### config.mk
export PLATFORM = sky130hd
export DESIGN_NAME = utf8_stream_decoder_core
export DESIGN_NICKNAME = d
export VERILOG_FILES = /design/src/sv/uds_pkg.sv /design/src/sv/uds_front.sv /design/src/sv/uds_job_fifo.sv /design/src/sv/uds_back.sv /design/src/sv/utf8_stream_decoder_core.sv
export SDC_FILE = /design/constraint.sdc
export NUM_CORES = 1
export LEC_CHECK = 0
export ABC_AREA = 1
export BUFFER_PORTS_ARGS = -buffer_cell sky130_fd_sc_hd__buf_2
export CORE_MARGIN = 10
export CORE_UTILIZATION = 40
export CTS_CLUSTER_DIAMETER = 60
export DETAILED_ROUTE_END_ITERATION = 16
export GPL_TIMING_DRIVEN = 0
export PLACE_DENSITY = 0.56
export SYNTH_ARGS = -nofsm -noshare
export SYNTH_HDL_FRONTEND = slang
export SYNTH_SLANG_ARGS = --single-unit
### constraint.sdc
create_clock -name clk_i -period 12.6 [get_ports clk_i]
set_input_delay 3.78 -clock clk_i [delete_from_list [all_inputs] [get_ports clk_i]]
set_output_delay 3.78 -clock clk_i [all_outputs]
set_load 0.005 [all_outputs]
### src/sv/uds_pkg.sv
// shared types, constants and decode helpers for the utf-8 stream decoder
package uds_pkg;

  // width of the running unit counter; the reported count is its low 32 bits
  localparam int unsigned CountBits = 32;
  localparam int unsigned MaxUnits  = 4;
  // a lead plus at most two continuations are ever held between beats
  localparam int unsigned HeldDepth = 3;
  localparam int unsigned HeldIdxW  = $clog2(HeldDepth);
  localparam int unsigned JobQDepth = 2;
  localparam int unsigned JobQPtrW  = (JobQDepth > 1) ? $clog2(JobQDepth) : 1;
  localparam int unsigned JobQCntW  = $clog2(JobQDepth + 1);

  localparam logic [20:0] MinTwo    = 21'h000080;
  localparam logic [20:0] MinThree  = 21'h000800;
  localparam logic [20:0] MinFour   = 21'h010000;
  localparam logic [20:0] MaxScalar = 21'h10FFFF;
  localparam logic [20:0] SurrLo    = 21'h00D800;
  localparam logic [20:0] SurrHi    = 21'h00DFFF;

  localparam logic [2:0] LenOne   = 3'd1;
  localparam logic [2:0] LenTwo   = 3'd2;
  localparam logic [2:0] LenThree = 3'd3;
  localparam logic [2:0] LenFour  = 3'd4;
  localparam logic [2:0] LenNone  = 3'd0;

  typedef struct packed {
    logic [7:0] data_byte;
    logic       end_of_text;
  } in_beat_t;

  typedef struct packed {
    logic [20:0] code_point;
    logic [2:0]  unit_length;
    logic        is_error;
    logic [31:0] unit_count;
    logic        last_of_run;
    logic        text_done;
  } out_beat_t;

  typedef struct packed {
    logic [20:0] code_point;
    logic [2:0]  unit_length;
    logic        is_error;
  } unit_t;

  // all units caused by one input beat
  typedef struct packed {
    unit_t [MaxUnits-1:0] units;
    logic [2:0]           num_units;
    logic                 end_of_text;
  } job_t;

  // sequence length of a multi-byte lead, zero otherwise
  function automatic logic [2:0] seq_len(input logic [7:0] b);
    logic [2:0] len;
    if (b[7:5] == 3'b110) begin
      len = LenTwo;
    end else if (b[7:4] == 4'b1110) begin
      len = LenThree;
    end else if (b[7:3] == 5'b11110) begin
      len = LenFour;
    end else begin
      len = LenNone;
    end
    return len;
  endfunction

  function automatic logic [20:0] assemble(input logic [7:0] b0, input logic [7:0] b1,
                                           input logic [7:0] b2, input logic [7:0] b3,
                                           input logic [2:0] need);
    logic [20:0] cp;
    unique case (need)
      LenTwo:   cp = {10'd0, b0[4:0], b1[5:0]};
      LenThree: cp = {5'd0, b0[3:0], b1[5:0], b2[5:0]};
      LenFour:  cp = {b0[2:0], b1[5:0], b2[5:0], b3[5:0]};
      default:  cp = '0;
    endcase
    return cp;
  endfunction

  // rejects overlong forms, surrogates and values past the last scalar
  function automatic logic scalar_ok(input logic [20:0] cp, input logic [2:0] need);
    logic [20:0] minimum;
    unique case (need)
      LenTwo:   minimum = MinTwo;
      LenThree: minimum = MinThree;
      default:  minimum = MinFour;
    endcase
    return (cp >= minimum) && (cp <= MaxScalar) && !((cp >= SurrLo) && (cp <= SurrHi));
  endfunction

endpackage

### src/sv/uds_front.sv
// front end: takes bytes, tracks the open sequence and builds at most one job per byte
module uds_front (
  input  logic              clk_i,
  input  logic              rst_ni,
  input  logic              in_valid_i,
  output logic              in_stall_o,
  input  uds_pkg::in_beat_t in_data_i,
  output logic              job_valid_o,
  output uds_pkg::job_t     job_o,
  input  logic              job_full_i
);

  logic [7:0]                   held_q [uds_pkg::HeldDepth];
  logic [uds_pkg::HeldIdxW-1:0] held_cnt_q, held_cnt_d;

  logic [7:0]    b;
  logic          eot;
  logic          accept;
  logic [7:0]    seq [uds_pkg::MaxUnits];
  logic [2:0]    need, newc, flush_n, num;
  logic [20:0]   cp;
  logic          cp_ok;
  logic          do_fresh, single_ok, hold_cont, fresh_hold, fresh_emit, ascii;
  uds_pkg::job_t job;

  assign b      = in_data_i.data_byte;
  assign eot    = in_data_i.end_of_text;
  assign accept = in_valid_i & ~job_full_i;

  // held bytes first, the incoming byte right after them
  always_comb begin
    for (int i = 0; i < int'(uds_pkg::MaxUnits); i++) begin
      seq[i] = b;
    end
    for (int i = 0; i < int'(uds_pkg::HeldDepth); i++) begin
      if (3'(i) < {1'b0, held_cnt_q}) begin
        seq[i] = held_q[i];
      end
    end
  end

  always_comb begin
    need       = uds_pkg::seq_len(held_q[0]);
    newc       = {1'b0, held_cnt_q} + 3'd1;
    cp         = uds_pkg::assemble(seq[0], seq[1], seq[2], seq[3], need);
    cp_ok      = uds_pkg::scalar_ok(cp, need);
    flush_n    = '0;
    do_fresh   = 1'b0;
    single_ok  = 1'b0;
    hold_cont  = 1'b0;

    if (held_cnt_q == '0) begin
      do_fresh = 1'b1;
    end else if (b[7:6] == 2'b10) begin
      if (newc == need) begin
        if (cp_ok) begin
          single_ok = 1'b1;
        end else begin
          flush_n = newc;
        end
      end else if (eot) begin
        flush_n = newc;
      end else begin
        hold_cont = 1'b1;
      end
    end else begin
      // stray non-continuation: dump held bytes, then decode it afresh
      flush_n  = {1'b0, held_cnt_q};
      do_fresh = 1'b1;
    end

    ascii      = ~b[7];
    fresh_hold = do_fresh & ~ascii & (uds_pkg::seq_len(b) != uds_pkg::LenNone) & ~eot;
    fresh_emit = do_fresh & ~fresh_hold;

    job = '0;
    for (int i = 0; i < int'(uds_pkg::MaxUnits); i++) begin
      if (single_ok && (i == 0)) begin
        job.units[i] = '{code_point: cp, unit_length: need, is_error: 1'b0};
      end else if (3'(i) < flush_n) begin
        job.units[i] = '{code_point: 21'(seq[i]), unit_length: uds_pkg::LenOne,
                         is_error: 1'b1};
      end else if (fresh_emit && (3'(i) == flush_n)) begin
        job.units[i] = '{code_point: 21'(b), unit_length: uds_pkg::LenOne,
                         is_error: ~ascii};
      end
    end
    num = single_ok ? 3'd1 : (flush_n + {2'd0, fresh_emit});
    job.num_units   = num;
    job.end_of_text = eot;

    if (eot) begin
      held_cnt_d = '0;
    end else if (hold_cont) begin
      held_cnt_d = newc[uds_pkg::HeldIdxW-1:0];
    end else if (fresh_hold) begin
      held_cnt_d = uds_pkg::HeldIdxW'(1);
    end else begin
      held_cnt_d = '0;
    end
  end

  always_ff @(posedge clk_i or negedge rst_ni) begin
    if (!rst_ni) begin
      held_cnt_q <= '0;
    end else if (accept) begin
      held_cnt_q <= held_cnt_d;
    end
  end

  always_ff @(posedge clk_i) begin
    if (accept) begin
      for (int i = 0; i < int'(uds_pkg::HeldDepth); i++) begin
        if ((hold_cont && (uds_pkg::HeldIdxW'(i) == held_cnt_q)) ||
            (fresh_hold && (i == 0))) begin
          held_q[i] <= b;
        end
      end
    end
  end

  assign in_stall_o  = job_full_i;
  assign job_valid_o = accept & (num != '0);
  assign job_o       = job;

endmodule

### src/sv/uds_job_fifo.sv
// short job queue between the front end and the unit emitter
module uds_job_fifo (
  input  logic          clk_i,
  input  logic          rst_ni,
  input  logic          push_i,
  input  uds_pkg::job_t push_data_i,
  output logic          full_o,
  input  logic          pop_i,
  output logic          head_valid_o,
  output uds_pkg::job_t head_o
);

  uds_pkg::job_t                 mem_q [uds_pkg::JobQDepth];
  logic [uds_pkg::JobQPtrW-1:0]  wr_ptr_q, rd_ptr_q;
  logic [uds_pkg::JobQCntW-1:0]  cnt_q;

  function automatic logic [uds_pkg::JobQPtrW-1:0] ptr_next(
      input logic [uds_pkg::JobQPtrW-1:0] p);
    logic [uds_pkg::JobQPtrW-1:0] n;
    if (p == uds_pkg::JobQPtrW'(uds_pkg::JobQDepth - 1)) begin
      n = '0;
    end else begin
      n = p + uds_pkg::JobQPtrW'(1);
    end
    return n;
  endfunction

  assign full_o       = (cnt_q == uds_pkg::JobQCntW'(uds_pkg::JobQDepth));
  assign head_valid_o = (cnt_q != '0);
  assign head_o       = mem_q[rd_ptr_q];

  always_ff @(posedge clk_i or negedge rst_ni) begin
    if (!rst_ni) begin
      wr_ptr_q <= '0;
      rd_ptr_q <= '0;
      cnt_q    <= '0;
    end else begin
      if (push_i) begin
        wr_ptr_q <= ptr_next(wr_ptr_q);
      end
      if (pop_i) begin
        rd_ptr_q <= ptr_next(rd_ptr_q);
      end
      if (push_i && !pop_i) begin
        cnt_q <= cnt_q + uds_pkg::JobQCntW'(1);
      end else if (pop_i && !push_i) begin
        cnt_q <= cnt_q - uds_pkg::JobQCntW'(1);
      end
    end
  end

  always_ff @(posedge clk_i) begin
    if (push_i) begin
      mem_q[wr_ptr_q] <= push_data_i;
    end
  end

endmodule

### src/sv/uds_back.sv
// back end: walks each job one unit per cycle unless stalled, counts units, owns the output register
module uds_back (
  input  logic               clk_i,
  input  logic               rst_ni,
  input  logic               head_valid_i,
  input  uds_pkg::job_t      head_i,
  output logic               pop_o,
  output logic               out_valid_o,
  input  logic               out_stall_i,
  output uds_pkg::out_beat_t out_data_o
);

  logic [1:0]                  idx_q, idx_d;
  logic [uds_pkg::CountBits-1:0] cnt_q, cnt_d, cnt_inc;
  logic                        out_valid_q, out_valid_d;
  uds_pkg::out_beat_t          out_q, out_d;
  logic                        load, last;
  uds_pkg::unit_t              cur;

  assign cur     = head_i.units[idx_q];
  assign last    = (({1'b0, idx_q} + 3'd1) == head_i.num_units);
  assign load    = head_valid_i & (~out_valid_q | ~out_stall_i);
  assign cnt_inc = (cnt_q == '1) ? cnt_q : cnt_q + uds_pkg::CountBits'(1);

  always_comb begin
    idx_d       = idx_q;
    cnt_d       = cnt_q;
    out_d       = out_q;
    out_valid_d = out_valid_q & out_stall_i;
    if (load) begin
      out_valid_d            = 1'b1;
      out_d.code_point       = cur.code_point;
      out_d.unit_length      = cur.unit_length;
      out_d.is_error         = cur.is_error;
      out_d.unit_count       = 32'(cnt_inc);
      out_d.last_of_run      = last;
      out_d.text_done        = last & head_i.end_of_text;
      idx_d                  = last ? 2'd0 : idx_q + 2'd1;
      cnt_d                  = (last && head_i.end_of_text) ? '0 : cnt_inc;
    end
  end

  always_ff @(posedge clk_i or negedge rst_ni) begin
    if (!rst_ni) begin
      idx_q       <= '0;
      cnt_q       <= '0;
      out_valid_q <= 1'b0;
    end else begin
      idx_q       <= idx_d;
      cnt_q       <= cnt_d;
      out_valid_q <= out_valid_d;
    end
  end

  always_ff @(posedge clk_i) begin
    out_q <= out_d;
  end

  assign pop_o       = load & last;
  assign out_valid_o = out_valid_q;
  assign out_data_o  = out_q;

endmodule

### src/sv/utf8_stream_decoder_core.sv
// top level of the strict utf-8 stream decoder
//
//  channel | direction | handshake              | beat
//  --------+-----------+------------------------+-----------------------------------------
//  in      | sink      | in_valid_i / in_stall_o  | one text byte plus end-of-text flag
//  out     | source    | out_valid_o / out_stall_i| one unit: scalar or error byte, count
//
// a byte is taken every cycle while the two-entry job queue has room
// each byte yields zero to four units; the emitter sends one unit per cycle unless the output is stalled,
// so a byte's units leave one after another and hold the output side until the last is sent
// the job enters the queue at the accepting edge, and the out register then loads its
// units from the queue head
// reset clears the held-sequence count, the queue, the unit counter and out valid
// out stall backs up through the queue into in_stall_o only once the queue fills
module utf8_stream_decoder_core (
  input  logic               clk_i,
  input  logic               rst_ni,
  input  logic               in_valid_i,
  output logic               in_stall_o,
  input  uds_pkg::in_beat_t  in_data_i,
  output logic               out_valid_o,
  input  logic               out_stall_i,
  output uds_pkg::out_beat_t out_data_o
);

  // front end to queue
  logic          job_valid;
  uds_pkg::job_t job;
  logic          q_full;

  // queue to back end
  logic          head_valid;
  uds_pkg::job_t head;
  logic          pop;

  // classifies bytes, holds the open sequence, assembles and checks scalars
  uds_front u_front (
    .clk_i       (clk_i),
    .rst_ni      (rst_ni),
    .in_valid_i  (in_valid_i),
    .in_stall_o  (in_stall_o),
    .in_data_i   (in_data_i),
    .job_valid_o (job_valid),
    .job_o       (job),
    .job_full_i  (q_full)
  );

  // decouples byte intake from unit emission
  uds_job_fifo u_job_fifo (
    .clk_i        (clk_i),
    .rst_ni       (rst_ni),
    .push_i       (job_valid),
    .push_data_i  (job),
    .full_o       (q_full),
    .pop_i        (pop),
    .head_valid_o (head_valid),
    .head_o       (head)
  );

  // serializes units, keeps the saturating per-text count
  uds_back u_back (
    .clk_i        (clk_i),
    .rst_ni       (rst_ni),
    .head_valid_i (head_valid),
    .head_i       (head),
    .pop_o        (pop),
    .out_valid_o  (out_valid_o),
    .out_stall_i  (out_stall_i),
    .out_data_o   (out_data_o)
  );

endmodule
After elaboration in Yosys (flattened, before gate mapping):

Memories as Yosys holds them, arrays and structs flattened.
Cells that the tools add are included.

* register bits: 100
* memory bits (writable): 232
* word-level logic and storage cells: 162
* memories kept: 2

Memories
* u_job_fifo.mem_q: depth 2, bits a word 104, rd ports 1, clocked after memory_dff 0, write ports 1, RTL line uds_job_fifo.sv:13 `uds_pkg::job_t mem_q [uds_pkg::JobQDepth];`
* u_front.held_q: depth 3, bits a word 8, rd ports 3, clocked after memory_dff 0, write ports 1, RTL line uds_front.sv:13 `logic [7:0] held_q [uds_pkg::HeldDepth];`

* $add $sub $neg: 9
* order comparisons: 12
* equal/unequal tests: 19
* muxes and demuxes: 66
* bitwise operators: 16
* reduce and logical (&&, ||, !) cells: 25

Operators by type and width (number)
* 2-to-1 mux 25 bit: 6
* 2-to-1 mux 32 bit: 2
* case mux 21 bit (3 select lines): 1
* binary-select mux 25 bit (select 2 bit): 1
* 2-to-1 mux 12 bit: 4
* 2-to-1 mux 8 bit: 5
* 2-to-1 mux 3 bit: 12
* case mux 17 bit (2 select lines): 1
* adder 32 x 1 -> 32 bit, second input constant: 1
* == test 32 bit, second input constant: 1
* 2-to-1 mux 1 bit: 27
* greater-or-equal comparator 21 x 16 -> 1 bit, second input constant: 1
* greater-or-equal comparator 21 x 17 -> 1 bit: 1
* <= comparator 21 x 16 -> 1 bit, second input constant: 1
* <= comparator 21 bit, second input constant: 1
* OR reduction 8 bit: 2
* 2-to-1 mux 2 bit: 7
* logical AND 1 bit: 13
* AND 1 bit: 10
* == test 5 bit, second input constant: 2
* == test 3 bit, second input constant: 3
* == test 4 bit, second input constant: 2
* adder 2 x 1 -> 3 bit, second input constant: 2
* == test 2 x 3 -> 1 bit, first input constant: 2
* other kinds (23): 39

Depth between registers and ports, before layout:

An unclocked memory read counts as a cell.

* word-level depth: 23
* depth in mapped cells: 36

Hierarchy:

A second synthesis with hierarchy kept.

* cell total of the unflattened synthesis: 1428
* area total of the unflattened synthesis: 16036.6 µm²

By module, submodules not included
* uds_job_fifo: times used 1, cells an instance 349, area each 7962.6 µm², sequential area each 6346.1 µm²
* uds_back: times used 1, cells an instance 611, area each 5098.6 µm², sequential area each 2647.5 µm²
* uds_front: times used 1, cells an instance 468, area each 2975.4 µm², sequential area each 770.7 µm²

Least setup slack after synthesis:

OpenSTA, ideal clock, no wires.

* kind: input to register
* start: input in_data_i[2] (netlist name)
* end: memory u_job_fifo.mem_q[1][0] (netlist name) (enable)
* library setup time: 0.476 ns
* data arrival time: 8.504 ns
* required time: 12.124 ns
* slack: 3.620 ns
* stages on the path: 24
* path through: inv_1 o21ai_0 nand2_1 nand3_1 inv_1 ha_1 nand2_1 nor2_1 nand2_1 nor2_1 nand2_1 nand2_1 nand4_2 nand3_1 nand2_1 nand2_1 inv_1 ha_1 ha_1 nand3_1 nand3_1 nand3_1 nand2_1 nor2_1

* cells in the longest elaborated chain, start to end: 16
* elaborated cells between the ends (all ways): 26
* those cells by class: add/sub (1); order compare (4); mux (15); bitwise (1); reduce/logical (5)

RTL lines
* start: declaration: RTL line utf8_stream_decoder_core.sv:20 `input uds_pkg::in_beat_t in_data_i,`
* 2-to-1 mux 8 bit: RTL line uds_front.sv:36 `if (3'(i) < {1'b0, held_cnt_q}) begin`
* case mux 21 bit (3 select lines) (*): RTL line uds_pkg.sv:73 `unique case (need)`
* greater-or-equal comparator 21 x 16 -> 1 bit / <= comparator 21 x 16 -> 1 bit (equally long branches): RTL line uds_pkg.sv:90 `return (cp >= minimum) && (cp <= MaxScalar) && !((cp >= SurrLo) && (cp <= SurrHi));`
* logical AND 1 bit: RTL line uds_pkg.sv:90
* logical NOT 1 bit: RTL line uds_pkg.sv:90
* logical AND 1 bit (*): RTL line uds_pkg.sv:90
* 2-to-1 mux 3 bit: RTL line uds_front.sv:56 `if (cp_ok) begin`
* 2-to-1 mux 3 bit: RTL line uds_front.sv:55 `if (newc == need) begin`
* 2-to-1 mux 3 bit: RTL line uds_front.sv:54 `end else if (b[7:6] == 2'b10) begin`
* 2-to-1 mux 3 bit: RTL line uds_front.sv:52 `if (held_cnt_q == '0) begin`
* adder 3 x 1 -> 3 bit: RTL line uds_front.sv:88 `num = single_ok ? 3'd1 : (flush_n + {2'd0, fresh_emit});`
* 2-to-1 mux 3 bit (*): RTL line uds_front.sv:88
* nonzero test 3 bit (*): RTL line uds_front.sv:123 `assign job_valid_o = accept & (num != '0);`
* AND 1 bit (*): RTL line uds_front.sv:123
* 2-to-1 mux 1 bit (*): RTL line uds_job_fifo.sv:53 `if (push_i) begin`
* 2-to-1 mux 1 bit (not written as such) (*): RTL line uds_job_fifo.sv:54 `mem_q[wr_ptr_q] <= push_data_i;`
* end: declaration: RTL line uds_job_fifo.sv:13

Mark *: on every way between the ends. The rest lies on a longest branch, timed or not.

Final worst setup path:

* start: input in_data_i[2] (netlist name)
* end: memory u_job_fifo.mem_q[1][37] (netlist name) (enable)

Same word-level chain as after synthesis.

==> flow_summary.ini <==
[run_status]
outcome = finished clean

[die]
core_um2 = 27780
dieWidth_um = 187.8
die_y_um = 187.8
start_util_pct = 40.54
die_area_um2 = 35270
rows = 61
ios = 74

[timing]
tns_ns = 0
fmax_mhz = 130.2
finalClockSkew_ns = 0.02977
min_period_over_period_pct = 60.94
grt_setup_unrepaired = no
worst_pin_slew_ns = 1.056
hold_viol = 0
max-slew-margin-rel_pct = 29.60
fin_crit_ns = 7.679
slew_violations = 0
setup_viol = 0

[run]
maxCapViolCount = 0

[pwr]
peakVddDrop_mv = 0.1038
p_switching_uw = 999.0
clock_power_share_pct = 27.1
finalPower_uw = 2887
cellLeakagePower_uw = 0.005131
p_int_uw = 1888
power.share.sequential_pct = 43.6
combPwrFrac_pct = 29.3
swShare_pct = 34.60
power_density_nw_per_um2 = 220.6

[hold_path]
worstHoldStart = u_job_fifo.wr_ptr_q
hold_path_class = reg -> reg

[clock_tree]
cts_sinks = 242
hold_buffers = 0
ctsResizeCount = 0
htreeDepth = 1
clk_latency_ns = 0.56
clk_pin_slew_ns = 0.06
clock-root-buffer = clkbuf_16
postCtsSetupRepairBufs = 0
clock_path_buffers = 3
numCtsBuffers = 29
cts_tree = done

[layout]
final_net_count = 1267
final_common_cell = nand2_1
drive_above_1_share_pct = 13.68
antenna-diode-count = 0
area.growth.synth_to_final_pct = 16.24
layout_common_cells = nand2_1, edfxtp_1, nor2_1

[synthesis]
ys_async_sr_fraction_pct = 16.94
synthTopCellsByArea = edfxtp_1, dfrtp_1, nand2_1
netlist_area_um2 = 11260
synth_edf_count = 201
seq_area_frac_synth_pct = 62.70
synth_area_per_cell_um2 = 9.923
synth.distinct_cells = 39
synth_warnings = 0
ys.flop_type = edfxtp_1
syn-num-nets = 1160
synthCells = 1135
synth_top_area_share_pct = 53.59
synth_largest_area_cell = edfxtp_1
ys_seq_elements = 242

[route]
post_drt_wl_per_cell_um = 18.23
ant_nets = 0
vias_per_cell = 5.071
first_iter_violations = 727
vias = 8332
routed_wl_um = 29960
first_pass_iters = 7
route.detailed.drc = 0

[setup_path]
cp_slowest_cell = nor2_4
end_kind = register
required_ns = 12.83
arrival_ns = 7.91
cpPeakStageDelay_ns = 0.41
cp-start-kind = input port
crit_fanout = 27
crit_start = in_data_i[2]
crit_top_cell = nand2_1
cpLargestDelayFamily = simple AND/OR/NAND/NOR gates
worst-path-buf-inv = 6
r2r-start = u_front.held_cnt_q[1]
critPathKind = in -> reg

[grt]
grt_use_total_pct = 16.75
grt_pass1_wl_um = 47290
overflow = 0
grt_antenna_before_repair = 0
grt_max_degree = 69
grt_pass1_vias = 8285

[placement]
io_buffers = 73
dp_hpwl_um = 21780
gp_congestion = 0.9130
==> final cells by class <==
class / count / area (um2)
clock inverters: 18 / 140.1
clock buffers: 36 / 772.0
plain buffers: 40 / 191.4
fillers: 2716 / 14690
repair buffers: 76 / 432.9
inverters: 104 / 392.9
flip-flops and latches: 242 / 7062
multi-input cells: 749 / 3627
well taps: 378 / 473.0
==> path summary, 6_finish.rpt <==
| path | endpoint | slack (ns) | depth (start not counted) |
|---|---|---|---|
| max | u_job_fifo.mem_q[1][37] | 4.92 | 27 |
| min | u_job_fifo.wr_ptr_q | 0.48 | 2 |
| max reg2reg | u_job_fifo.mem_q[1][37] | 7.38 | 32 |
| min reg2reg | u_job_fifo.wr_ptr_q | 0.48 | 2 |
| max in group asynchronous | u_front.held_cnt_q[0] | 8.52 | 1 |
| min in group asynchronous | u_back.idx_q[1] | 3.42 | 1 |
==> tightest hold or removal path, delay by kind of cell (launching register included) <==
kind             cells  cell delay, ns
flip-flops           1            0.34
AND/OR/NAND/NOR      2            0.11
==> layer usage <==
metal / part of all wire (%) / GRT usage (%) / up-vias
li1: - / - / 4108
met1: 44 / 20.87 / 3973
met2: 49 / 28.92 / 192
met3: 4.6 / 2.913 / 59
met4: 3.1 / 5.323 / 0
met5: 0 / 0 / -
==> synthesized netlist by cell type (3+ instances only) <==
library cell	count
edfxtp_1	201
o211ai_1	5
clkbuf_1	27
buf_2	5
nor4_1	10
dfrtp_1	41
o22ai_1	19
nand4_1	21
a21oi_1	8
or2_2	5
a31oi_1	11
nand2_1	241
inv_2	10
o21ai_1	12
ha_1	12
nand3_1	72
xor2_1	21
nor3_1	16
xnor2_1	4
buf_6	3
nor2_1	163
inv_1	93
o21ai_0	103
nand2_2	10
==> stage by stage <==
step           cell area (um2)  instances  utilization, %  hold WS, ns  setup slack, ns
3_5_place_dp             12180       1589           43.84       0.4629            4.352
6_report                 13090       1643           47.12       0.4787            4.921
2_1_floorplan            11260       1135               -       0.4419            3.620
4_1_cts                  13090       1643           47.12       0.4774            4.912
3_3_place_gp             12100       1586           43.56       0.4540            1.135
5_1_grt                  13090       1643           47.12       0.5077            4.537
==> power groups by stage <==
stage,Clock [uW],Combinational [uW],Sequential (uW)
finish,783,846,1260
global route,838,954,1280
CTS,803,861,1260
detailed placement,0,860,1270
global placement,0,830,1290
floorplan,0,489,1280
==> kinds of logic (layout without fill, tap and decap cells) <==
family	Yosys count	after routing	synth area share, %
adder cells (fa/ha/maj)	12	12	1.333
flip-flops	242	242	62.70
AND/OR/NAND/NOR	548	548	20.86
AO/OA/AOI/OAI	164	164	7.999
buffers and inverters	144	274	5.155
XOR/XNOR	25	25	1.944
==> sequential cells by signal, indices dropped and copies added (netlist names) <==
register             count
u_job_fifo.mem_q       118
u_back.out_data_o       59
u_back.cnt_q            32
u_front.held_q          24
u_back.idx_q             2
u_front.held_cnt_q       2
u_job_fifo.cnt_q         2
u_back.out_valid_o       1
u_job_fifo.rd_ptr_q      1
u_job_fifo.wr_ptr_q      1
No activity file was read; power rests on OpenSTA's default activity.
